===== src/rtl/core/suffix_aligned_consensus_top_defines.svh =====
// Assertion macros for the suffix-aligned consensus block.
// Used by suffix_aligned_consensus_top; needs aclk and aresetn in scope.
`ifndef SUFFIX_ALIGNED_CONSENSUS_TOP_DEFINES_SVH
`define SUFFIX_ALIGNED_CONSENSUS_TOP_DEFINES_SVH

// Same-cycle implication, checked on every rising edge out of reset
`define SAC_ASSERT_NOW(label, ante, cons, msg) \
    label: assert property (@(posedge aclk) disable iff (!aresetn) (ante) |-> (cons)) \
        else $error(msg);

// Next-cycle implication, checked on every rising edge out of reset
`define SAC_ASSERT_NEXT(label, ante, cons, msg) \
    label: assert property (@(posedge aclk) disable iff (!aresetn) (ante) |=> (cons)) \
        else $error(msg);

`endif


===== src/rtl/core/sac_pkg.sv =====
// Shared types, codes and helper functions for the suffix-aligned consensus block.
// No dependencies; imported by sac_front, sac_back and the top level.
package sac_pkg;

    localparam int CHAR_W      = 8;
    localparam int POS_W       = 6;
    localparam int DEPTH_OUT_W = 7;
    localparam int SYM_W       = 2;
    localparam int NSYM_W      = 3;
    localparam int NUM_CODES   = 4;
    localparam int CFG_IDX_W   = 3;
    localparam int CFG_DATA_W  = 8;

    // Opcodes
    localparam logic OP_CHAR  = 1'b0;
    localparam logic OP_QUERY = 1'b1;

    // Configuration register indexes
    localparam logic [CFG_IDX_W-1:0] REG_SYMBOL_ZERO    = 3'd0;
    localparam logic [CFG_IDX_W-1:0] REG_SYMBOL_ONE     = 3'd1;
    localparam logic [CFG_IDX_W-1:0] REG_SYMBOL_TWO     = 3'd2;
    localparam logic [CFG_IDX_W-1:0] REG_SYMBOL_THREE   = 3'd3;
    localparam logic [CFG_IDX_W-1:0] REG_SYMBOLS_IN_USE = 3'd4;

    typedef struct packed {
        logic              opcode;
        logic [CHAR_W-1:0] char_in;
        logic              last_char;
        logic [POS_W-1:0]  query_pos;
    } in_t;

    typedef struct packed {
        logic [CHAR_W-1:0]      consensus_char;
        logic                   pos_valid;
        logic [DEPTH_OUT_W-1:0] deepest_length;
    } out_t;

    typedef struct packed {
        logic [NUM_CODES-1:0][CHAR_W-1:0] sym_code;
        logic [NSYM_W-1:0]                symbols_in_use;
    } cfg_t;

    // Classified command passed from front to back
    typedef struct packed {
        logic             is_query;
        logic [SYM_W-1:0] sym;
        logic             last;
        logic [POS_W-1:0] pos;
    } cmd_t;

    // Back-end status seen by the top level
    typedef struct packed {
        logic clearing;
        logic query_sel;
    } status_t;

    // Number of symbols actually compared: 0 acts as 1, above the alphabet clamps
    function automatic logic [NSYM_W-1:0] active_symbols(input logic [NSYM_W-1:0] n,
                                                         input logic [NSYM_W-1:0] alpha);
        logic [NSYM_W-1:0] r;
        r = n;
        if (n == '0) begin
            r = NSYM_W'(1);
        end else if (n > alpha) begin
            r = alpha;
        end
        return r;
    endfunction

    // Character code to symbol index; lowest match wins, no match gives symbol 0
    function automatic logic [SYM_W-1:0] map_symbol(
        input logic [CHAR_W-1:0]                c,
        input logic [NUM_CODES-1:0][CHAR_W-1:0] codes,
        input logic [NSYM_W-1:0]                n
    );
        logic [SYM_W-1:0] sym;
        sym = '0;
        for (int k = NUM_CODES - 1; k >= 0; k--) begin
            if (NSYM_W'(k) < n && codes[k] == c) begin
                sym = SYM_W'(k);
            end
        end
        return sym;
    endfunction

endpackage


===== src/rtl/core/sac_front.sv =====
// Front end: accepts input transfers, maps characters to symbols, queues commands.
// Depends on sac_pkg.
module sac_front #(
    parameter int ALPHABET = 4
) (
    input  logic            aclk,
    input  logic            aresetn,
    input  sac_pkg::cfg_t   cfg,
    input  logic            accept_en,
    input  logic            s_valid,
    output logic            s_ready,
    input  sac_pkg::in_t    s_payload,
    output logic            cmd_valid,
    input  logic            cmd_ready,
    output sac_pkg::cmd_t   cmd
);
    import sac_pkg::*;

    localparam int QDEPTH = 2;
    localparam int QPTR_W = $clog2(QDEPTH);
    localparam int QCNT_W = $clog2(QDEPTH + 1);

    cmd_t              q_mem [QDEPTH];
    logic [QPTR_W-1:0] wr_ptr_reg, wr_ptr_next;
    logic [QPTR_W-1:0] rd_ptr_reg, rd_ptr_next;
    logic [QCNT_W-1:0] count_reg, count_next;
    logic              push, pop;
    cmd_t              new_cmd;
    logic [NSYM_W-1:0] n_act;

    // Classify the incoming item
    always_comb begin
        n_act            = active_symbols(cfg.symbols_in_use, NSYM_W'(ALPHABET));
        new_cmd.is_query = (s_payload.opcode == OP_QUERY);
        new_cmd.sym      = map_symbol(s_payload.char_in, cfg.sym_code, n_act);
        new_cmd.last     = s_payload.last_char;
        new_cmd.pos      = s_payload.query_pos;
    end

    assign s_ready   = accept_en && (count_reg != QCNT_W'(QDEPTH));
    assign cmd_valid = (count_reg != '0);
    assign cmd       = q_mem[rd_ptr_reg];
    assign push      = s_valid && s_ready;
    assign pop       = cmd_valid && cmd_ready;

    // Queue pointers and fill level
    always_comb begin
        wr_ptr_next = wr_ptr_reg;
        rd_ptr_next = rd_ptr_reg;
        count_next  = count_reg;
        if (push) begin
            wr_ptr_next = (wr_ptr_reg == QPTR_W'(QDEPTH - 1)) ? '0 : wr_ptr_reg + 1'b1;
        end
        if (pop) begin
            rd_ptr_next = (rd_ptr_reg == QPTR_W'(QDEPTH - 1)) ? '0 : rd_ptr_reg + 1'b1;
        end
        if (push && !pop) begin
            count_next = count_reg + 1'b1;
        end else if (pop && !push) begin
            count_next = count_reg - 1'b1;
        end
    end

    always_ff @(posedge aclk) begin
        if (!aresetn) begin
            wr_ptr_reg <= '0;
            rd_ptr_reg <= '0;
            count_reg  <= '0;
        end else begin
            wr_ptr_reg <= wr_ptr_next;
            rd_ptr_reg <= rd_ptr_next;
            count_reg  <= count_next;
        end
    end

    // Queue storage
    always_ff @(posedge aclk) begin
        if (push) begin
            q_mem[wr_ptr_reg] <= new_cmd;
        end
    end

endmodule


===== config.mk =====
export PLATFORM = sky130hd
export DESIGN_NAME = sac_front
export DESIGN_NICKNAME = d
export VERILOG_FILES = /design/src/rtl/core/suffix_aligned_consensus_top_defines.svh /design/src/rtl/core/sac_pkg.sv /design/src/rtl/core/sac_front.sv
export SDC_FILE = /design/constraint.sdc
export NUM_CORES = 1
export LEC_CHECK = 0
export BUFFER_PORTS_ARGS = -buffer_cell sky130_fd_sc_hd__buf_2
export CORE_ASPECT_RATIO = 0.7
export CORE_UTILIZATION = 45
export CTS_CLUSTER_DIAMETER = 40
export DETAILED_ROUTE_END_ITERATION = 8
export PLACE_DENSITY = 0.76
export SYNTH_ARGS = -nofsm -noshare
export SYNTH_HDL_FRONTEND = slang
export SYNTH_SLANG_ARGS = --single-unit

===== constraint.sdc =====
create_clock -name aclk -period 2.3 [get_ports aclk]
set_clock_uncertainty 0.15 [all_clocks]
set_input_delay 0.575 -clock aclk [delete_from_list [all_inputs] [get_ports aclk]]
set_output_delay 0.575 -clock aclk [all_outputs]
set_load 0.03 [all_outputs]

### After elaboration in Yosys (flattened, before gate mapping)

Memory sizes are Yosys's and may differ from the RTL's. A register that Yosys moved wholly into a read port is not among the register bits.
Cells that the tools add are included.

* logic and storage cells: 46
* memories kept: 1
* input bits: 56
* latch bits: 0
* ROM bits: 0
* output and inout bits: 12
* bits in registers: 4
* memory bits (writable): 20

* reduce and logical (&&, ||, !) cells: 14
* muxes and demuxes: 14
* $mul: 0
* divide/modulo/power cells: 0
* $lt $le $gt $ge: 5
* eq/ne operators: 5
* shifts and indexed selects: 0
* add/subtract/negate cells: 4
* bitwise gates (word level): 0

Memory list
* q_mem: words 2, bits a word 10, read ports 1, clocked after memory_dff 1, write ports 1, RTL line sac_front.sv:23 `cmd_t q_mem [QDEPTH];`

Operators with widths (number)
* 8-bit == test: 4
* 2-bit two-way mux: 6
* 1-bit logical AND: 9
* 1-bit by 3-bit less-than comparator with 1-bit output, first input constant: 2
* 2-bit by 3-bit less-than comparator with 1-bit output, first input constant: 2
* 1-bit two-way mux: 6
* 3-bit two-way mux: 2
* 2-bit nonzero test: 2
* 3-bit greater-than comparator, second input constant: 1
* 3-bit zero test: 1
* 1-bit adder, second input constant: 2
* 2-bit by 1-bit adder with 2-bit output, second input constant: 1
* 1-bit zero test: 2
* 2-bit inequality test, second input constant: 1
* 2-bit by 1-bit subtractor with 2-bit output, second input constant: 1

### Longest topological paths before layout

Gate-level depths: netlist of the first run.

* word-level depth: 9
* gate-level depth with buffers: 8
* mapped depth without buffers: 8

### Worst setup path before layout of the first run

Ideal clock, no wire load.

* path kind: in2reg
* start point: input port accept_en
* end point: register count_reg[1]
* path slack: -45 ps
* data required time: 2074 ps
* arrival: 2119 ps
* library setup time: 76 ps
* stages: 6
* buffers on the path: 0
* cell sequence: a21boi_1 > nand2_1 > inv_1 > ha_1 > or3_1 > a21boi_0

* word-level cells in the longest chain between the ends: 5
* elaborated cells between the ends (all ways): 7
* classes of those cells: 1 x mux; 6 x reduce/logical

RTL lines
* from (decl): RTL line sac_front.sv:9 `input logic accept_en,`
* 1-bit logical AND (*): RTL line sac_front.sv:40 `assign s_ready = accept_en && (count_reg != QCNT_W'(QDEPTH));`
* 1-bit logical AND (*): RTL line sac_front.sv:43 `assign push = s_valid && s_ready;`
* named net push: RTL line sac_front.sv:27 `logic push, pop;`
* 1-bit zero test: RTL line sac_front.sv:59 `end else if (pop && !push) begin`
* 1-bit logical AND: RTL line sac_front.sv:59
* 2-bit nonzero test (no source line)
* to (signal assigned): RTL line sac_front.sv:72 `count_reg <= count_next;`
* to (decl): RTL line sac_front.sv:26 `logic [QCNT_W-1:0] count_reg, count_next;`

Mark *: on every way through the listed nets, which the timed path passes. The rest lies on a longest branch.
A chain may end at the register's enable or synchronous reset.

==> qor.csv, run 1 <==
metric,value,unit
path_max_fanout,10,
synth.distinct_cells,27,
leakage,0.741,nW
dp.cells,210,
period_share,92.6,%
cts_root_buf,clkbuf_8,
postCtsSetupBuffers,0,
max_cap_violations,0,
largest_reg_flops,20,
ys_top_cells_by_area,"edfxtp_1, xnor2_1, mux2_2",
postSynthCellCount,107,
firstDrtPassIters,3,
dp_hpwl,2300,um
cts_resized,0,
drc,0,
design.core.area,2820,um2
synth_edf_count,20,
syn2layout_area_growth,32.2,%
async_flop_share,0,%
synth_common_cells,"xnor2_1, edfxtp_1, xor2_1",
die_w,67.3,um
hp-class,primary input to flop,
num_vias,1016,
crit_path_end_kind,output port,
synth_top_area_share,44.7,%
total_power,1.39,mW
postSynthAreaPerCell,12.5,um2
finalWirelength,2710,um
yosysSeqAreaShare,52.2,%
run_status,completed,
worst_pin_slew,0.455,ns
cts-hold-fix-buffers,0,
ys_ff_latch,25,
cts.sinks,25,
power.density,784,nW/um2
final-setup-viol-count,0,
synth.most_common_cell,xnor2_1,
synth_nets,164,
n_fill_cell,249,
grt_pass1_wl,4160,um
yosysWarningCount,0,
antenna_found_initial,0,
clockBufferDepth,2,
grt_pass1_vias,932,
first_iter_violations,46,
hold_violations,0,
worstSetupStartpointType,flop,
cts_buffers,3,
period_needed,2.13,ns
layout.nets,236,
routabilityCongestion,0.736,
cts_max_level,1,
grt_max_degree,14,
ant_nets,0,
drt-wirelength-per-cell,12.7,um
timing.hold.ws,0.352,ns
relSlewSlack,69.7,%
io_pins,68,
fmax,469,MHz
worstPathArrival,1.40,ns
rsz0062_at_grt,no,
overflow,0,
drive_gt1_share,47.8,%
avgViaCountPerCell,4.75,
drv_slew,0,
finalInstanceArea,1770,um2
synth_area,1340,um2
crit_type,flop to output port,
clock_latency,0.26,ns
worstPathRequired,1.57,ns
yosysTopAreaCell,edfxtp_1,
die_h,47.7,um
initial_core_util,47.6,%
track_usage,18.0,%
ir_drop,0.305,mV
setup_tns,0,ns
cts_tree,yes,
synth_flop_cell,edfxtp_1,
finalNonFillerCells,214,
path_clk_slew,0.08,ns
port-buffer-count,67,
rows,16,
diodes,0,
dieArea,3210,um2
placed_cell_area,1730,um2
## power by group
group | switching (mW) | internal, mW
combinational | 0.302 | 0.242
sequential | 0.0511 | 0.549
clock | 0.123 | 0.123
## worst paths after layout
| kind | cells after the start | to | slack [ns] | from |
|---|---|---|---|---|
| max | 2 | cmd[8] | 0.17 | flop |
| max reg2reg | 7 | count_reg[1] | 0.42 | count_reg[0] |
| min reg2reg | 2 | count_reg[1] | 0.39 | count_reg[1] |
| min | 1 | q_mem[0][9] | 0.35 | s_payload[15] |
## logic make-up after synthesis
group / after synthesis / synth area share (%)
XOR/XNOR: 35 / 22.8
AND/OR/NAND/NOR: 25 / 10.6
flip-flops: 25 / 52.2
multiplexers: 10 / 8.39
AO/OA/AOI/OAI: 8 / 4.10
buffers and inverters: 3 / 0.932
adder cells (fa/ha/maj): 1 / 0.932
## per-layer routing
layer  up-vias  share of wire, %  GRT usage, %
met5         -                 0             0
met4         0              0.70          5.11
met3         2               4.8          2.86
met2        39                49          31.8
met1       455                45          23.4
li1        520                 -             -
## cells in the final DEF (no fill, tap or decap), drive strengths merged
| cell | instances |
|---|---|
| buf | 68 |
| xnor2 | 24 |
| edfxtp | 20 |
| xor2 | 11 |
| mux2 | 10 |
| dfxtp | 5 |
| nor2 | 4 |
| and2 | 4 |
| clkbuf | 4 |
| nand2 | 3 |
| nand4 | 3 |
| nand3 | 3 |
| nor3 | 3 |
| inv | 2 |
| a21oi | 2 |
| a21boi | 2 |
| nor4 | 2 |
| or2 | 1 |
| o2111ai | 1 |
| o31a | 1 |
| and3 | 1 |
| o21a | 1 |
| o21ai | 1 |
| or3 | 1 |
| ha | 1 |
## worst max-delay path: stages, from the launching register on
cell     delay, ns
dfxtp_1       0.58
mux2_2        0.39
buf_2         0.18
## area by class of cell
type                       count  area (um2)  area share [%]
multi-input combinational     79         633            35.7
inverter                       2        7.51           0.423
clock buffer                   4        45.0            2.54
sequential                    25         701            39.5
timing repair buffer          68         343            19.3
tap                           36        45.0            2.54
## through the flow
step | worst slack, ns | utilization (%)
2_1_floorplan | 0.193 | -
3_3_place_gp | 0.310 | 61.3
3_5_place_dp | 0.159 | 61.3
4_1_cts | 0.121 | 62.9
5_1_grt | 0.0816 | 62.9
6_report | 0.170 | 62.9
(Power assumes the default switching activity.)
==> inputs of run 2 (changes only) <==
--- a/config.mk
+++ b/config.mk
@@ -5,12 +5,13 @@
 export SDC_FILE = /design/constraint.sdc
 export NUM_CORES = 1
 export LEC_CHECK = 0
+export ABC_AREA = 1
 export BUFFER_PORTS_ARGS = -buffer_cell sky130_fd_sc_hd__buf_2
 export CORE_ASPECT_RATIO = 0.7
-export CORE_UTILIZATION = 45
+export CORE_UTILIZATION = 50
 export CTS_CLUSTER_DIAMETER = 40
 export DETAILED_ROUTE_END_ITERATION = 8
-export PLACE_DENSITY = 0.76
+export PLACE_DENSITY = 0.82
 export SYNTH_ARGS = -nofsm -noshare
 export SYNTH_HDL_FRONTEND = slang
 export SYNTH_SLANG_ARGS = --single-unit
==> constraint.sdc (replaced) <==
create_clock -name aclk -period 2.72 [get_ports aclk]
set_clock_uncertainty 0.15 [all_clocks]
set_input_delay 0.68 -clock aclk [delete_from_list [all_inputs] [get_ports aclk]]
set_output_delay 0.68 -clock aclk [all_outputs]
set_load 0.03 [all_outputs]
==> qor.csv, run 2 <==
metric,value,unit,change
synth_common_cells,"nand2_1, inv_1, edfxtp_1",,"was xnor2_1, edfxtp_1, xor2_1"
die_h,47.5,um,was 47.7 um
synthMuxAreaShare,7.60,%,was 8.39%
worstPathRequired,1.89,ns,was 1.57 ns
synth_area,1480,um2,was 1340 um2
largest_reg_flops,20,,unchanged
r2r_start,count_reg[0],,unchanged
period_share,83.4,%,
io_pins,68,,unchanged
placed_cell_area,1850,um2,was 1730 um2
pre_cts_slack,0.635,ns,was 0.159 ns
fmax,441,MHz,
die_w,67.1,um,was 67.3 um
worstPathArrival,1.44,ns,was 1.40 ns
synth_edf_count,20,,unchanged
synth_nets,228,,was 164
synth_flop_cell,edfxtp_1,,unchanged
synth_compound_area_share,7.01,%,was 4.10%
cts_root_buf,clkbuf_8,,unchanged
hold_violations,0,,unchanged
grt_max_degree,16,,was 14
worstSetupStartpointType,flop,,unchanged
drc,0,,unchanged
cts-hold-fix-buffers,0,,unchanged
finalInstanceArea,1900,um2,was 1770 um2
firstDrtPassIters,4,,was 3
crit_type,flop to output port,,unchanged
rows,16,,unchanged
port-buffer-count,67,,unchanged
routabilityCongestion,0.835,,was 0.736
ant_nets,0,,unchanged
path_cells,"mux2_2, buf_2",,unchanged
cts_max_level,1,,unchanged
setup_tns,0,ns,unchanged
fin_ws,0.450,ns,was 0.170 ns
layout.nets,298,,was 236
path_clk_slew,0.08,ns,about the same
wl_met3,131,um,was 129 um
clock_latency,0.26,ns,about the same
grt_pass1_wl,4530,um,was 4160 um
rsz0062_at_grt,no,,unchanged
first_iter_violations,52,,was 46
path_max_fanout,10,,unchanged
design.core.area,2800,um2,was 2820 um2
n_fill_cell,243,,was 249
crit_path_end_kind,output port,,unchanged
yosysWarningCount,0,,unchanged
avgViaCountPerCell,4.59,,was 4.75
worst_pin_slew,0.454,ns,was 0.455 ns
cts.sinks,25,,unchanged
track_usage,19.9,%,was 18.0%
finalWirelength,2930,um,was 2710 um
max_stage_delay,0.61,ns,was 0.58 ns
yosysSeqAreaShare,47.3,%,was 52.2%
synth_xor_area_share,10.6,%,was 22.8%
top_layer_used,met3,,was met4
relSlewSlack,69.7,%,about the same
yosys.area_share.simple,18.0,%,was 10.6%
antenna_found_initial,0,,unchanged
cts_tree,yes,,unchanged
clockBufferDepth,2,,unchanged
power.density,531,nW/um2,was 784 nW/um2
ir_drop,0.337,mV,was 0.305 mV
run_status,completed,,unchanged
ys_top_cells_by_area,"edfxtp_1, nand2_1, mux2_2",,"was edfxtp_1, xnor2_1, mux2_2"
async_flop_share,0,%,unchanged
postSynthAreaPerCell,8.66,um2,was 12.5 um2
final-setup-viol-count,0,,unchanged
wl_met1,1390,um,was 1230 um
total_power,1.01,mW,was 1.39 mW
diodes,0,,unchanged
min-delay-start,count_reg[0],,was s_payload[15]
num_vias,1268,,"was 1,016"
synth.most_common_cell,nand2_1,,was xnor2_1
max_cap_violations,0,,unchanged
synth_top_area_share,40.5,%,was 44.7%
postSynthCellCount,171,,was 107
initial_core_util,52.9,%,was 47.6%
grt_pass1_vias,1095,,was 932
ys_ff_latch,25,,unchanged
period_needed,2.27,ns,
drv_slew,0,,unchanged
wl_met2,1410,um,was 1340 um
final_cell_mix,"buf_2, nand2_1, inv_1",,"was buf_2, xnor2_1, edfxtp_1"
drive_gt1_share,37.9,%,was 47.8%
synth.distinct_cells,24,,was 27
leakage,0.951,nW,was 0.741 nW
r2r_slack,0.98,ns,was 0.42 ns
synth_top_family_by_area,simple AND/OR/NAND/NOR gates,,was XOR/XNOR gates
syn2layout_area_growth,28.5,%,was 32.2%
dieArea,3190,um2,was 3210 um2
cts_buffers,3,,unchanged
hp-class,flop to flop,,was primary input to flop
critPathSlowestCell,dfxtp_1,,unchanged
dp_hpwl,2450,um,was 2300 um
overflow,0,,unchanged
synth_fa_ha_area_share,0.845,%,was 0.932%
drt-wirelength-per-cell,10.6,um,was 12.7 um
yosysTopAreaCell,edfxtp_1,,unchanged
postCtsSetupBuffers,0,,unchanged
final_common_cell,buf_2,,unchanged
cts_resized,0,,unchanged
run 2: cell types whose count changed in the layout (fill, tap and decap cells not counted), moves of 5 or more:
cell     delta
a21oi_1     +6
inv_1      +21
inv_2       +5
nand2_1    +43
nor2_1      +9
xnor2_1    -15
run 2: power by group:
| part | internal (mW) | switching, mW | leakage, nW |
|---|---|---|---|
| Sequential | 0.448 | 0.0215 | 0.224 |
| Combinational | 0.130 | 0.191 | 0.705 |
| Clock | 0.104 | 0.117 | 0.0217 |
run 2: stage by stage:
step	cells	util [%]	hold WS (ns)
3_3_place_gp	272	66.2	0.282
6_report	276	67.9	0.306
3_5_place_dp	272	66.2	0.295
2_1_floorplan	171	-	0.272
4_1_cts	276	67.9	0.306
5_1_grt	276	67.9	0.358
run 2: cell type report:
type                       instances  area (um2)  share of cell area (%)
inverter                          28         105                    5.52
clock inverter                     1        7.51                   0.394
tap                               36        45.0                    2.37
timing repair buffer              69         350                    18.4
multi-input combinational        114         653                    34.3
sequential                        25         701                    36.8
clock buffer                       3        41.3                    2.17
run 2: worst paths after layout:
kind,end,depth (start not counted)
setup / recovery,cmd[3],2
hold / removal,count_reg[0],1
setup reg to reg,count_reg[1],9
hold reg to reg,count_reg[0],1
run 2: cells by family (layout without fill, tap and decap cells):
kind of cell,after synthesis,after routing
xor gates and xnor gates,18,18
adders and majority gates,1,1
DFF,25,25
and+or+nand+nor,67,67
muxes,10,10
buffers and inverters,32,101
AOI/OAI and AO/OA,18,18
run 2: critical path, delay by kind of cell, from the launching register on:
kind	cells	cell delay, ns
flops	1	0.61
mux	1	0.39
buf+inv	1	0.18
run 2: per-layer routing:
metal  GRT usage, %  vias to the layer above
met3           5.00                        0
met2           34.6                       34
met5              0                        -
met1           25.6                      555
met4           4.26                        0
li1               -                      679
==> inputs of run 3 (changes only) <==
--- a/config.mk
+++ b/config.mk
@@ -8,10 +8,10 @@
 export ABC_AREA = 1
 export BUFFER_PORTS_ARGS = -buffer_cell sky130_fd_sc_hd__buf_2
 export CORE_ASPECT_RATIO = 0.7
-export CORE_UTILIZATION = 50
+export CORE_UTILIZATION = 42
 export CTS_CLUSTER_DIAMETER = 40
 export DETAILED_ROUTE_END_ITERATION = 8
-export PLACE_DENSITY = 0.82
+export PLACE_DENSITY = 0.73
 export SYNTH_ARGS = -nofsm -noshare
 export SYNTH_HDL_FRONTEND = slang
 export SYNTH_SLANG_ARGS = --single-unit
==> constraint.sdc (replaced) <==
create_clock -name aclk -period 1.9 [get_ports aclk]
set_clock_uncertainty 0.15 [all_clocks]
set_input_delay 0.475 -clock aclk [delete_from_list [all_inputs] [get_ports aclk]]
set_output_delay 0.475 -clock aclk [all_outputs]
set_load 0.03 [all_outputs]
==> qor.csv, run 3 (synthesis results as in run 2) <==
metric,value,unit,change
run_status,completed,,unchanged
p_int,1.04,mW,was 0.682 mW
grt_pass1_wl,4640,um,was 4530 um
dp.cells,285,,was 272
grt_max_degree,15,,was 16
swShare,31.4,%,was 32.6%
rows,17,,was 16
initial_core_util,45.5,%,was 52.9%
overflow,0,,unchanged
largest_reg_flops,20,,unchanged
final_cell_mix,"buf_2, nand2_1, inv_1",,unchanged
drive_gt1_share,40.1,%,was 37.9%
path_max_fanout,8,,was 10
grt_pass1_vias,1135,,"was 1,095"
finalNonFillerCells,289,,was 276
r2r_slack,0.22,ns,was 0.98 ns
power.density,749,nW/um2,was 531 nW/um2
drc,0,,unchanged
crit_path_end_kind,output port,,unchanged
setup_tns,0,ns,unchanged
cts_root_buf,clkbuf_8,,unchanged
fmax,538,MHz,
die_h,51.7,um,was 47.5 um
max_stage_delay,0.37,ns,was 0.61 ns
pre_cts_slack,0.0660,ns,was 0.635 ns
postCtsSetupBuffers,0,,unchanged
cts_buffers,3,,unchanged
avgViaCountPerCell,4.42,,was 4.59
first_iter_violations,60,,was 52
min_path_cells,1,,unchanged
relSlewSlack,85.5,%,was 69.7%
clkPwrFrac,19.7,%,was 21.8%
dieArea,3770,um2,was 3190 um2
cts_tree,yes,,unchanged
routabilityCongestion,0.781,,was 0.835
rsz0062_at_grt,yes,,was no
antenna_found_initial,0,,unchanged
syn2layout_area_growth,36.1,%,was 28.5%
worst_pin_slew,0.215,ns,was 0.454 ns
max_cap_violations,0,,unchanged
timing.hold.ws,0.247,ns,was 0.306 ns
layout.nets,300,,was 298
worstPathRequired,1.27,ns,was 1.89 ns
track_usage,16.5,%,was 19.9%
path_cells,"buf_12, mux2_2, buf_6",,"was mux2_2, buf_2"
crit_type,flop to output port,,unchanged
critPathSlowestCell,dfxtp_4,,was dfxtp_1
cts_max_level,1,,unchanged
hold_violations,0,,unchanged
hp-class,primary input to flop,,was flop to flop
leakage,0.994,nW,was 0.951 nW
worstSetupStartpointType,flop,,unchanged
dp_hpwl,2400,um,was 2450 um
r2r_start,count_reg[1],,was count_reg[0]
drv_slew,0,,unchanged
period_needed,1.86,ns,
ant_nets,0,,unchanged
port-buffer-count,67,,unchanged
min-delay-start,s_payload[3],,was count_reg[0]
cts.sinks,25,,unchanged
netSwitchingPower,0.474,mW,was 0.329 mW
ir_drop,0.280,mV,was 0.337 mV
final-setup-viol-count,0,,unchanged
num_vias,1276,,"was 1,268"
rr_worst_depth,8,,was 9
final_common_cell,buf_2,,unchanged
total_power,1.51,mW,was 1.01 mW
comb_power_share,36.0,%,was 31.8%
period_share,97.8,%,
fin_ws,0.0419,ns,was 0.450 ns
firstDrtPassIters,4,,unchanged
clockBufferDepth,2,,unchanged
worstPathArrival,1.23,ns,was 1.44 ns
r2r-end,count_reg[1],,unchanged
finalWirelength,2900,um,was 2930 um
path_clk_slew,0.08,ns,about the same
clock_latency,0.26,ns,about the same
seqPwrFrac,44.3,%,was 46.4%
die_w,73.0,um,was 67.1 um
diodes,0,,unchanged
drt-wirelength-per-cell,10.0,um,was 10.6 um
min_to,q_mem[0][3],,was count_reg[0]
io_pins,68,,unchanged
design.core.area,3250,um2,was 2800 um2
==> run 3: worst max-delay path by stage <==
stage / end / start / slack [ns]
finish: cmd[9] / flop / 0.04
CTS: cmd[3] / flop / 0.0008
floorplan: count_reg[1] / accept_en / 0.008
detailed placement: count_reg[1] / accept_en / 0.07
global placement: count_reg[1] / accept_en / 0.12
global route: cmd[4] / flop / -0.0003
==> run 3: through the flow <==
step,area [um2],utilization [%]
6_report,2020,61.9
5_1_grt,2020,61.9
4_1_cts,1960,60.4
3_5_place_dp,1910,58.7
3_3_place_gp,1910,58.7
2_1_floorplan,1500,-
==> run 3: layout make-up <==
type	count	area, um2
Inverter	28	105
Timing Repair Buffer	71	428
Clock buffer	3	41.3
Sequential cell	25	704
Clock inverter	1	5.00
Fill cell	279	1240
Multi-Input combinational cell	114	673
Tap cell	47	58.8
==> run 3: timing repair <==
action,in CTS,in global routing
gates resized for setup,3,23
hold buffers,0,0
gates cloned,0,0
setup endpoints to repair,8,8
==> run 3: routing by layer <==
metal | wire [um] | vias up | track usage [%] | part of all wire [%]
met5 | 0 | - | 0 | 0
met4 | 30 | 0 | 5.88 | 1.0
met1 | 1390 | 553 | 20.5 | 48
li1 | - | 682 | - | -
met2 | 1340 | 39 | 27.3 | 46
met3 | 141 | 2 | 4.84 | 4.9
==> run 3: critical path: cells and delay by family, from the launching register on <==
kind	cells	cell delay [ns]
buffers and inverters	2	0.26
muxes	1	0.34
DFF	1	0.37
==> run 3: power by group through the flow <==
| stage | logic, mW | registers (mW) | clock network [mW] |
|---|---|---|---|
| 6_report | 0.544 | 0.669 | 0.297 |
| 5_1_grt | 0.600 | 0.673 | 0.332 |
| 3_5_place_dp | 0.503 | 0.680 | 0 |
| 3_3_place_gp | 0.496 | 0.677 | 0 |
| 4_1_cts | 0.508 | 0.669 | 0.309 |
| 2_1_floorplan | 0.336 | 0.668 | 0 |
